$ cat config.mk
export PLATFORM = sky130hd
export DESIGN_NAME = lcm_via_euclid_gcd
export DESIGN_NICKNAME = d
export VERILOG_FILES = /design/src/rtl/lcm_pkg.sv /design/src/rtl/lcm_via_euclid_gcd.sv /design/src/rtl/lcm_sub.sv
export VERILOG_INCLUDE_DIRS = /design/src /design/src/rtl
export SDC_FILE = /design/constraint.sdc
export NUM_CORES = 2
export LEC_CHECK = 0
export BUFFER_PORTS_ARGS = -buffer_cell sky130_fd_sc_hd__buf_2
export CAP_MARGIN = 30
export CORE_MARGIN = 10
export CORE_UTILIZATION = 40
export DETAILED_ROUTE_END_ITERATION = 7
export PLACE_DENSITY = 0.56
export REMOVE_ABC_BUFFERS = 1
export SETUP_SLACK_MARGIN = 0.02
export SLEW_MARGIN = 0
export SYNTH_ARGS = -nofsm -noshare
export SYNTH_HDL_FRONTEND = slang
export SYNTH_SLANG_ARGS = --single-unit
$ cat constraint.sdc
create_clock -name clk -period 24.7 [get_ports clk]
set_input_delay 6.175 -clock clk [delete_from_list [all_inputs] [get_ports clk]]
set_output_delay 6.175 -clock clk [all_outputs]
set_load 0.01 [all_outputs]
$ cat src/rtl/lcm_via_euclid_gcd_macros.svh
// Assertion macros shared by the lcm block.
// Each macro samples on the rising edge of clk and is disabled during rst.
`ifndef LCM_VIA_EUCLID_GCD_MACROS_SVH
`define LCM_VIA_EUCLID_GCD_MACROS_SVH

`ifndef NO_ASSERTIONS
// Same-cycle implication.
`define LCM_ASSERT_IMP(label, ante, cons) \
  label: assert property (@(posedge clk) disable iff (rst) (ante) |-> (cons)) \
    else $error("lcm assertion failed");
// Next-cycle implication.
`define LCM_ASSERT_NXT(label, ante, cons) \
  label: assert property (@(posedge clk) disable iff (rst) (ante) |=> (cons)) \
    else $error("lcm assertion failed");
`else
`define LCM_ASSERT_IMP(label, ante, cons)
`define LCM_ASSERT_NXT(label, ante, cons)
`endif

`endif

$ cat src/rtl/lcm_pkg.sv
package lcm_pkg;

  // Number of low operand bits that take part in the computation.
  localparam int OPERAND_WIDTH = 32;
  // Division step counter and common power-of-two counter widths.
  localparam int CNT_W = $clog2(OPERAND_WIDTH);
  localparam int K_W   = $clog2(OPERAND_WIDTH + 1);

  typedef enum logic [1:0] {
    ST_IDLE,
    ST_GCD,
    ST_DIV,
    ST_MUL
  } state_t;

  // Result of the shared compare/subtract unit.
  typedef struct packed {
    logic [OPERAND_WIDTH:0] diff;
    logic                   ge;
  } sub_res_t;

endpackage

$ cat src/rtl/lcm_via_euclid_gcd.sv
// When either operand is zero, done is registered directly from start.
// Otherwise the item runs the GCD phase (each shift drops an operand bit, and
// a swap and a subtract may come before each shift), then the restoring
// division a/gcd one quotient bit at a time, then the multiply and result
// register. busy is high only in the GCD, division and multiply states, not
// for zero operands; done pulses one cycle, cannot be stalled; rst is synchronous.
`include "lcm_via_euclid_gcd_macros.svh"

module lcm_via_euclid_gcd (
  input  logic        clk,
  input  logic        rst,
  input  logic        start,
  output logic        busy,
  input  logic [31:0] operand_a,
  input  logic [31:0] operand_b,
  output logic        done,
  output logic [63:0] lcm_value,
  output logic [31:0] gcd_value
);

  localparam int W = lcm_pkg::OPERAND_WIDTH;

  lcm_pkg::state_t state, state_next;

  logic [W-1:0]              x, x_next;
  logic [W-1:0]              y, y_next;
  logic [lcm_pkg::K_W-1:0]   k, k_next;
  logic [W-1:0]              aop, aop_next;
  logic [W-1:0]              bop, bop_next;
  logic [W-1:0]              g, g_next;
  logic [W-1:0]              r, r_next;
  logic [W-1:0]              q, q_next;
  logic [lcm_pkg::CNT_W-1:0] cnt, cnt_next;
  logic                      done_next;
  logic [63:0]               lcm_next;
  logic [31:0]               gcd_next;

  logic [W-1:0]      a_m;
  logic [W-1:0]      b_m;
  logic [W:0]        sub_lhs;
  logic [W:0]        sub_rhs;
  logic [2*W-1:0]    prod;
  lcm_pkg::sub_res_t sub_res;

  // Keep only the low operand bits.
  assign a_m = operand_a[W-1:0];
  assign b_m = operand_b[W-1:0];

  assign busy = (state != lcm_pkg::ST_IDLE);

  // Route the shared subtractor: x - y for GCD, trial remainder - g for division.
  always_comb begin
    if (state == lcm_pkg::ST_DIV) begin
      sub_lhs = {r, q[W-1]};
      sub_rhs = {1'b0, g};
    end else begin
      sub_lhs = {1'b0, x};
      sub_rhs = {1'b0, y};
    end
  end

  lcm_sub u_sub (
    .lhs (sub_lhs),
    .rhs (sub_rhs),
    .res (sub_res)
  );

  assign prod = q * bop;

  // Sequence the item through GCD, division and multiply.
  always_comb begin
    state_next = state;
    x_next     = x;
    y_next     = y;
    k_next     = k;
    aop_next   = aop;
    bop_next   = bop;
    g_next     = g;
    r_next     = r;
    q_next     = q;
    cnt_next   = cnt;
    done_next  = 1'b0;
    lcm_next   = lcm_value;
    gcd_next   = gcd_value;
    unique case (state)
      lcm_pkg::ST_IDLE: begin
        if (start) begin
          if (a_m == '0 || b_m == '0) begin
            // One operand zero: the gcd is the other one, the lcm is zero.
            gcd_next  = 32'(a_m | b_m);
            lcm_next  = '0;
            done_next = 1'b1;
          end else begin
            x_next     = a_m;
            y_next     = b_m;
            aop_next   = a_m;
            bop_next   = b_m;
            k_next     = '0;
            state_next = lcm_pkg::ST_GCD;
          end
        end
      end
      lcm_pkg::ST_GCD: begin
        priority if (x == '0) begin
          g_next     = W'(y << k);
          r_next     = '0;
          q_next     = aop;
          cnt_next   = '0;
          state_next = lcm_pkg::ST_DIV;
        end else if (y == '0) begin
          g_next     = W'(x << k);
          r_next     = '0;
          q_next     = aop;
          cnt_next   = '0;
          state_next = lcm_pkg::ST_DIV;
        end else if (!x[0] && !y[0]) begin
          // Drop a common factor of two.
          x_next = x >> 1;
          y_next = y >> 1;
          k_next = k + 1'b1;
        end else if (!x[0]) begin
          x_next = x >> 1;
        end else if (!y[0]) begin
          y_next = y >> 1;
        end else if (sub_res.ge) begin
          x_next = sub_res.diff[W-1:0];
        end else begin
          // Swap so the larger odd value is subtracted from next.
          x_next = y;
          y_next = x;
        end
      end
      lcm_pkg::ST_DIV: begin
        // Restoring division: one quotient bit of a/g per cycle.
        if (sub_res.ge) begin
          r_next = sub_res.diff[W-1:0];
        end else begin
          r_next = sub_lhs[W-1:0];
        end
        q_next   = {q[W-2:0], sub_res.ge};
        cnt_next = cnt + 1'b1;
        if (cnt == lcm_pkg::CNT_W'(W - 1)) begin
          state_next = lcm_pkg::ST_MUL;
        end
      end
      lcm_pkg::ST_MUL: begin
        // lcm = (a / g) * b
        lcm_next   = 64'(prod);
        gcd_next   = 32'(g);
        done_next  = 1'b1;
        state_next = lcm_pkg::ST_IDLE;
      end
      default: begin
        state_next = lcm_pkg::ST_IDLE;
      end
    endcase
  end

  // Reset only the control state and done; the datapath registers always load.
  always_ff @(posedge clk) begin
    if (rst) begin
      state <= lcm_pkg::ST_IDLE;
      done  <= 1'b0;
    end else begin
      state <= state_next;
      done  <= done_next;
    end
    x         <= x_next;
    y         <= y_next;
    k         <= k_next;
    aop       <= aop_next;
    bop       <= bop_next;
    g         <= g_next;
    r         <= r_next;
    q         <= q_next;
    cnt       <= cnt_next;
    lcm_value <= lcm_next;
    gcd_value <= gcd_next;
  end

  // Check sequencing.
  `LCM_ASSERT_IMP(a_done_not_busy, done, !busy)
  `LCM_ASSERT_NXT(a_done_single, done && !busy && !start, !done)
  `LCM_ASSERT_NXT(a_gcd_enters_div, state == lcm_pkg::ST_GCD && x == '0, cnt == '0)
  `LCM_ASSERT_NXT(a_mul_done, state == lcm_pkg::ST_MUL, done && !busy)
  `LCM_ASSERT_IMP(a_div_g_nonzero, state == lcm_pkg::ST_DIV, g != '0)

endmodule

$ cat src/rtl/lcm_sub.sv
// Shared compare/subtract unit: difference and greater-or-equal flag.
module lcm_sub (
  input  logic [lcm_pkg::OPERAND_WIDTH:0] lhs,
  input  logic [lcm_pkg::OPERAND_WIDTH:0] rhs,
  output lcm_pkg::sub_res_t               res
);

  logic [lcm_pkg::OPERAND_WIDTH+1:0] wide;

  // Subtract with one extra bit to catch the borrow.
  assign wide     = {1'b0, lhs} - {1'b0, rhs};
  assign res.diff = wide[lcm_pkg::OPERAND_WIDTH:0];
  assign res.ge   = ~wide[lcm_pkg::OPERAND_WIDTH+1];

endmodule
-- After elaboration in Yosys (flattened, before gate mapping)
Index checks and enable logic that the tools add are counted.
- memory bits (writable): 0
- latch bits: 0
- register bits: 334
- memory bits (read-only): 0
- input bits: 67
- memories: 0
- equal/unequal tests: 15
- shift-type cells: 2
- add/sub/neg operators: 3
- divide/modulo/power cells: 0
- multipliers: 1
- magnitude comparators: 0
- reductions and logical operators: 24
- bitwise operators: 3
- mux-type cells: 53
- operators with widths (cell ; number):
    $mux W32 ; 26
    $pmux W32 S2 ; 5
    $logic_not A32 Y1 ; 4
    $mux W64 ; 2
    $pmux W64 S2 ; 1
    $mul A32 B32 Y64 ; 1
    $shl A32 B6 Y32 ; 2
    $sub A33 B32 Y34 ; 1
    $mux W33 ; 1
    $or A32 B32 Y32 ; 1
    $mux W6 ; 5
    $reduce_and A6 Y1 ; 3
    $ne A2 B2 Y1 const B ; 6
    $pmux W6 S2 ; 1
    $mux W2 ; 5
    $mux W5 ; 2
    $pmux W5 S2 ; 1
    $reduce_bool A2 Y1 ; 5
    $pmux W2 S4 ; 1
    $reduce_and A7 Y1 ; 1
    $add A6 B1 Y6 const B ; 1
    $ne A3 B3 Y1 const B ; 2
    $reduce_and A3 Y1 ; 2
    $add A5 B1 Y5 const B ; 1
    16 further kinds ; 21

-- Depth between registers and ports, before layout
- depth in word-level cells: 10
- gate-level depth with buffers: 28
- gate-level depth less buffers: 26

-- By module
From an unflattened synthesis, not the netlist that was laid out.
- cell total of the unflattened synthesis: 5276
- area total of the unflattened synthesis: 51449.3 um2
- modules (own cells, without submodules) (module ; area an instance (um2) ; instances ; cells each ; sequential area each (um2)):
    lcm_via_euclid_gcd ; 49631.4 ; 1 ; 5015 ; 9999.6
    lcm_sub ; 1818.0 ; 1 ; 261 ; 0.0

-- Worst setup path after synthesis
No wires, ideal clock.
- path kind: input to register
- start: input operand_a[29]
- end: register aop[0], enable pin
- required time: 24.135 ns
- arrival time: 10.752 ns
- setup slack: 13.384 ns
- cell stages on the path: 4
- library setup time: 0.565 ns
- path buffers: 0
- cell sequence: nor4_1 -> nand4_1 -> o22ai_1 -> nor3_1
- longest elaborated chain between the ends: 4
- ends and longest elaborated chain (what ; line ; RTL):
    from (decl) ; lcm_via_euclid_gcd.sv:14 ; input logic [31:0] operand_a,
    $logic_not A32 Y1 ; lcm_via_euclid_gcd.sv:88 ; if (a_m == '0 || b_m == '0) begin
    $logic_or A1 B1 Y1 ; lcm_via_euclid_gcd.sv:88 ;
    $not A1 Y1 (no line) ; - ;
    $reduce_and A3 Y1 (no line) ; - ;
    to (signal assigned) ; lcm_via_euclid_gcd.sv:171 ; aop <= aop_next;
    to (decl) ; lcm_via_euclid_gcd.sv:28 ; logic [W-1:0] aop, aop_next;
Every way passes these cells.
A chain may end at the register's enable or synchronous reset.

-- Worst setup path after layout
- start: register q[13]
- end: register lcm_value[60] (data pin)
- longest elaborated chain between the ends: 2
- ends and longest elaborated chain (what ; line ; RTL):
    from (decl) ; lcm_via_euclid_gcd.sv:32 ; logic [W-1:0] q, q_next;
    from (signal assigned) ; lcm_via_euclid_gcd.sv:175 ; q <= q_next;
    $mul A32 B32 Y64 ; lcm_via_euclid_gcd.sv:68 ; assign prod = q * bop;
    $pmux W64 S2 ; lcm_via_euclid_gcd.sv:85 ; unique case (state)
    to (signal assigned) ; lcm_via_euclid_gcd.sv:177 ; lcm_value <= lcm_next;
    to (decl) ; lcm_via_euclid_gcd.sv:17 ; output logic [63:0] lcm_value,
Every way passes these cells.

==> impl_metrics.json <==
{
  "status": "complete, no violations",
  "syn_area_per_cell_sq_um": 9.66,
  "r2r_setup_slack_ns": 15.95,
  "fp.coreArea_sq_mm": 0.128,
  "hold_slack_ns": 0.557,
  "holdBufCountCts": 0,
  "clockBufferDepth": 3,
  "drt_iter0_markers": 3277,
  "vias": 38698,
  "rr_worst_depth": 24,
  "pin_count": 165,
  "clk_latency_ns": 0.66,
  "synth_top_cell_area_share_pct": 34.7,
  "worstPathCellList": "buf_4 > and2_1 > fa_1 > inv_1 > fa_1 > inv_1 > fa_1 > fa_1 > fa_1 > fa_1 > fa_1 > inv_1 > fa_1 > inv_1 > ha_1 > a21oi_2 > and2b_1 > o21a_1 > a311o_1 > a221o_1 > or3b_1 > or2_1 > a41oi_2 > mux2i_1",
  "cpMostUsedCell": "fa_1",
  "min_period_ns": 8.75,
  "die-area_sq_mm": 0.144,
  "critical-path-top-delay-family": "adder cells",
  "grt_overflow": 0,
  "rr_startpoint": "q[13]$_DFFE_PP_",
  "fmax_mhz": 114,
  "hold_depth": 1,
  "grt_pass1_vias": 41138,
  "cts.clk_slew.worst_paths_ns": 0.06,
  "grt_max_degree": 67,
  "dp_hpwl_microns": 123000,
  "postCtsSetupBuffers": 0,
  "cts-htree-levels": 2,
  "drt_wl_total_microns": 168000,
  "synth_area_sq_mm": 0.0517,
  "setup_viol": 0,
  "fp-row-count": 131,
  "slowest_stage": "edfxtp_1",
  "final_antenna_net_count": 0,
  "cp.required_ns": 25.13,
  "gr-usage-all-layers_pct": 23.6,
  "port_buffers": 164,
  "synthArstFlopShare_pct": 0,
  "critPathKind": "reg2reg",
  "synthTopCellsByArea": "fa_1 (35%), edfxtp_1 (19%), and2_1 (7.6%), ha_1 (7.3%), inv_1 (6.7%)",
  "yosysWarnings": 0,
  "cap_violations": 0,
  "synthFlopType": "edfxtp_1",
  "die_w_microns": 379,
  "synth-edff-count": 331,
  "finalMaxSlewViolations": 0,
  "drcViolationCount": 0,
  "cp.arrival_ns": 9.17,
  "root_buffer": "clkbuf_16",
  "num-nets-final": 6605,
  "tns_ns": 0,
  "cts_tree": "done",
  "clkSinkCount": 334,
  "setup_ws_ns": 15.95,
  "hold_path_startpoint": "aop[31]$_DFFE_PP_",
  "hold_end": "q[31]$_DFFE_PP_",
  "slowest_delay_ns": 1.08,
  "synth_top_cell_by_area": "fa_1",
  "synth_cell_types": 84,
  "worst_pin_slew_ns": 1.10,
  "fin_crit_sh_pct": 35.4,
  "grt_pass1_wl_microns": 258000,
  "cts_resized": 0,
  "final_hold_viol_count": 0,
  "dp_slack_ns": 15.57,
  "numCtsBuffers": 44,
  "via_per_inst": 5.45,
  "firstDrtPassIters": 6,
  "cp_num_buf_inv": 5,
  "end_kind": "flip-flop",
  "gp_congestion": 0.934,
  "netlist_instances": 5352,
  "fin_skew_ns": 0.0690,
  "cp_max_fo": 21,
  "maxSlewHeadroom_pct": 26.3,
  "synth_seq_area_share_pct": 19.3,
  "drive_gt1_share_pct": 8.45,
  "routedWlPerCell_microns": 23.6,
  "start_util_pct": 40.4,
  "dpl_cell_area_sq_mm": 0.0542,
  "worst_hold_path_type": "reg2reg",
  "syn_to_final_growth_pct": 7.91,
  "r2r-end": "lcm_value[60]$_SDFFCE_PN0P_",
  "die_y_microns": 379,
  "synth-seq-cells": 334,
  "rsz0062_at_grt": "no",
  "start_kind": "flip-flop",
  "antenna_found_initial": 9,
  "final_cell_area_sq_mm": 0.0558
}
==> routing by layer <==
layer | up-vias | global-route usage, % | part of all wire [%]
met5 | - | 0 | 0.011
met4 | 2 | 7.17 | 3.4
met3 | 306 | 5.14 | 8.6
met2 | 1545 | 37.7 | 46
met1 | 19935 | 31.9 | 42
li1 | 16910 | - | -
==> worst register-to-register path, delay by kind of cell, from the launching register on <==
family / cells / cell delay [ns]
muxes: 1 / 0.36
adders and majority gates: 9 / 4.04
DFF: 1 / 1.08
and+or+nand+nor: 4 / 1.11
AOI/OAI and AO/OA: 5 / 1.33
buffers and inverters: 5 / 0.67
==> synth_stat cells (all sizes together), types with 6 or more instances <==
| cell type | instances |
|---|---|
| inv | 918 |
| fa | 897 |
| and2 | 631 |
| nand2 | 597 |
| edfxtp | 331 |
| ha | 302 |
| clkbuf | 281 |
| nor2 | 238 |
| a21oi | 152 |
| o21ai | 135 |
| mux2i | 121 |
| mux2 | 81 |
| a21o | 59 |
| a31oi | 51 |
| xnor2 | 46 |
| buf | 40 |
| nor4 | 40 |
| xor2 | 33 |
| nand4 | 32 |
| nor3 | 32 |
| a21boi | 25 |
| nand3 | 25 |
| o22ai | 25 |
| o21bai | 23 |
| a22oi | 21 |
| nand2b | 21 |
| a211oi | 18 |
| nor2b | 16 |
| and3 | 15 |
| o21a | 12 |
| a22o | 11 |
| o211ai | 11 |
| a221oi | 9 |
| a31o | 9 |
| or2 | 8 |
| o31ai | 7 |
| o211a | 6 |
| o221ai | 6 |
| or3 | 6 |
==> final cells by class <==
type	instances	area [sq um]
inverter	918	3450
antenna	3	7.51
timing repair buffer	262	1570
multi-input combinational	3779	37100
clock inverter	26	349
sequential	334	10000
fill	12550	72200
clock buffer	53	1140
tap	1729	2160
==> registers in the layout, summed over array words and instances, names as in the netlist <==
| name | cells |
|---|---|
| lcm_value | 64 |
| aop | 32 |
| bop | 32 |
| g | 32 |
| gcd_value | 32 |
| q | 32 |
| r | 32 |
| x | 32 |
| y | 32 |
| k | 6 |
| cnt | 5 |
| state | 2 |
| done | 1 |
==> cell usage in the layout (no fill, tap or decap), drive strengths merged, types with 81 or more instances in the layout <==
cell type | netlist | layout
a21oi | 152 | 152
and2 | 631 | 631
buf | 40 | 261
edfxtp | 331 | 331
fa | 897 | 897
ha | 302 | 302
inv | 918 | 922
mux2 | 81 | 81
mux2i | 121 | 121
nand2 | 597 | 597
nor2 | 238 | 238
o21ai | 135 | 135
==> cell families after synthesis <==
kind of cell / after synthesis / share of synthesized area [%]
XOR/XNOR: 79 / 1.34
AND/OR/NAND/NOR: 1675 / 16.2
AO/OA/AOI/OAI: 623 / 7.86
multiplexers: 203 / 4.15
buffers and inverters: 1239 / 9.08
flip-flops: 334 / 19.3
adder cells (fa/ha/maj): 1199 / 42.1
==> worst max path at each step <==
stage                    startpoint                           to  slack [ns]  cells past startpoint
CTS                 q[13]$_DFFE_PP_  lcm_value[55]$_SDFFCE_PN0P_       16.04                     23
detailed placement    operand_b[23]       gcd_value[0]$_DFFE_PP_       15.57                      7
global placement      operand_b[23]       gcd_value[0]$_DFFE_PP_       15.66                      7
floorplan             operand_a[29]             aop[0]$_DFFE_PP_       13.38                      4
finish              q[13]$_DFFE_PP_  lcm_value[60]$_SDFFCE_PN0P_       15.95                     24
global route        q[13]$_DFFE_PP_  lcm_value[55]$_SDFFCE_PN0P_       15.69                     23
==> stage by stage <==
stage	std cells	util [%]
floorplan	5031	-
global placement	7018	42.4
detailed placement	7020	42.4
CTS	7099	43.5
global route	7102	43.6
finish	7104	43.6
Power is not shown: default switching activity piles up to over one toggle a cycle in this logic, so the estimate is an artifact.
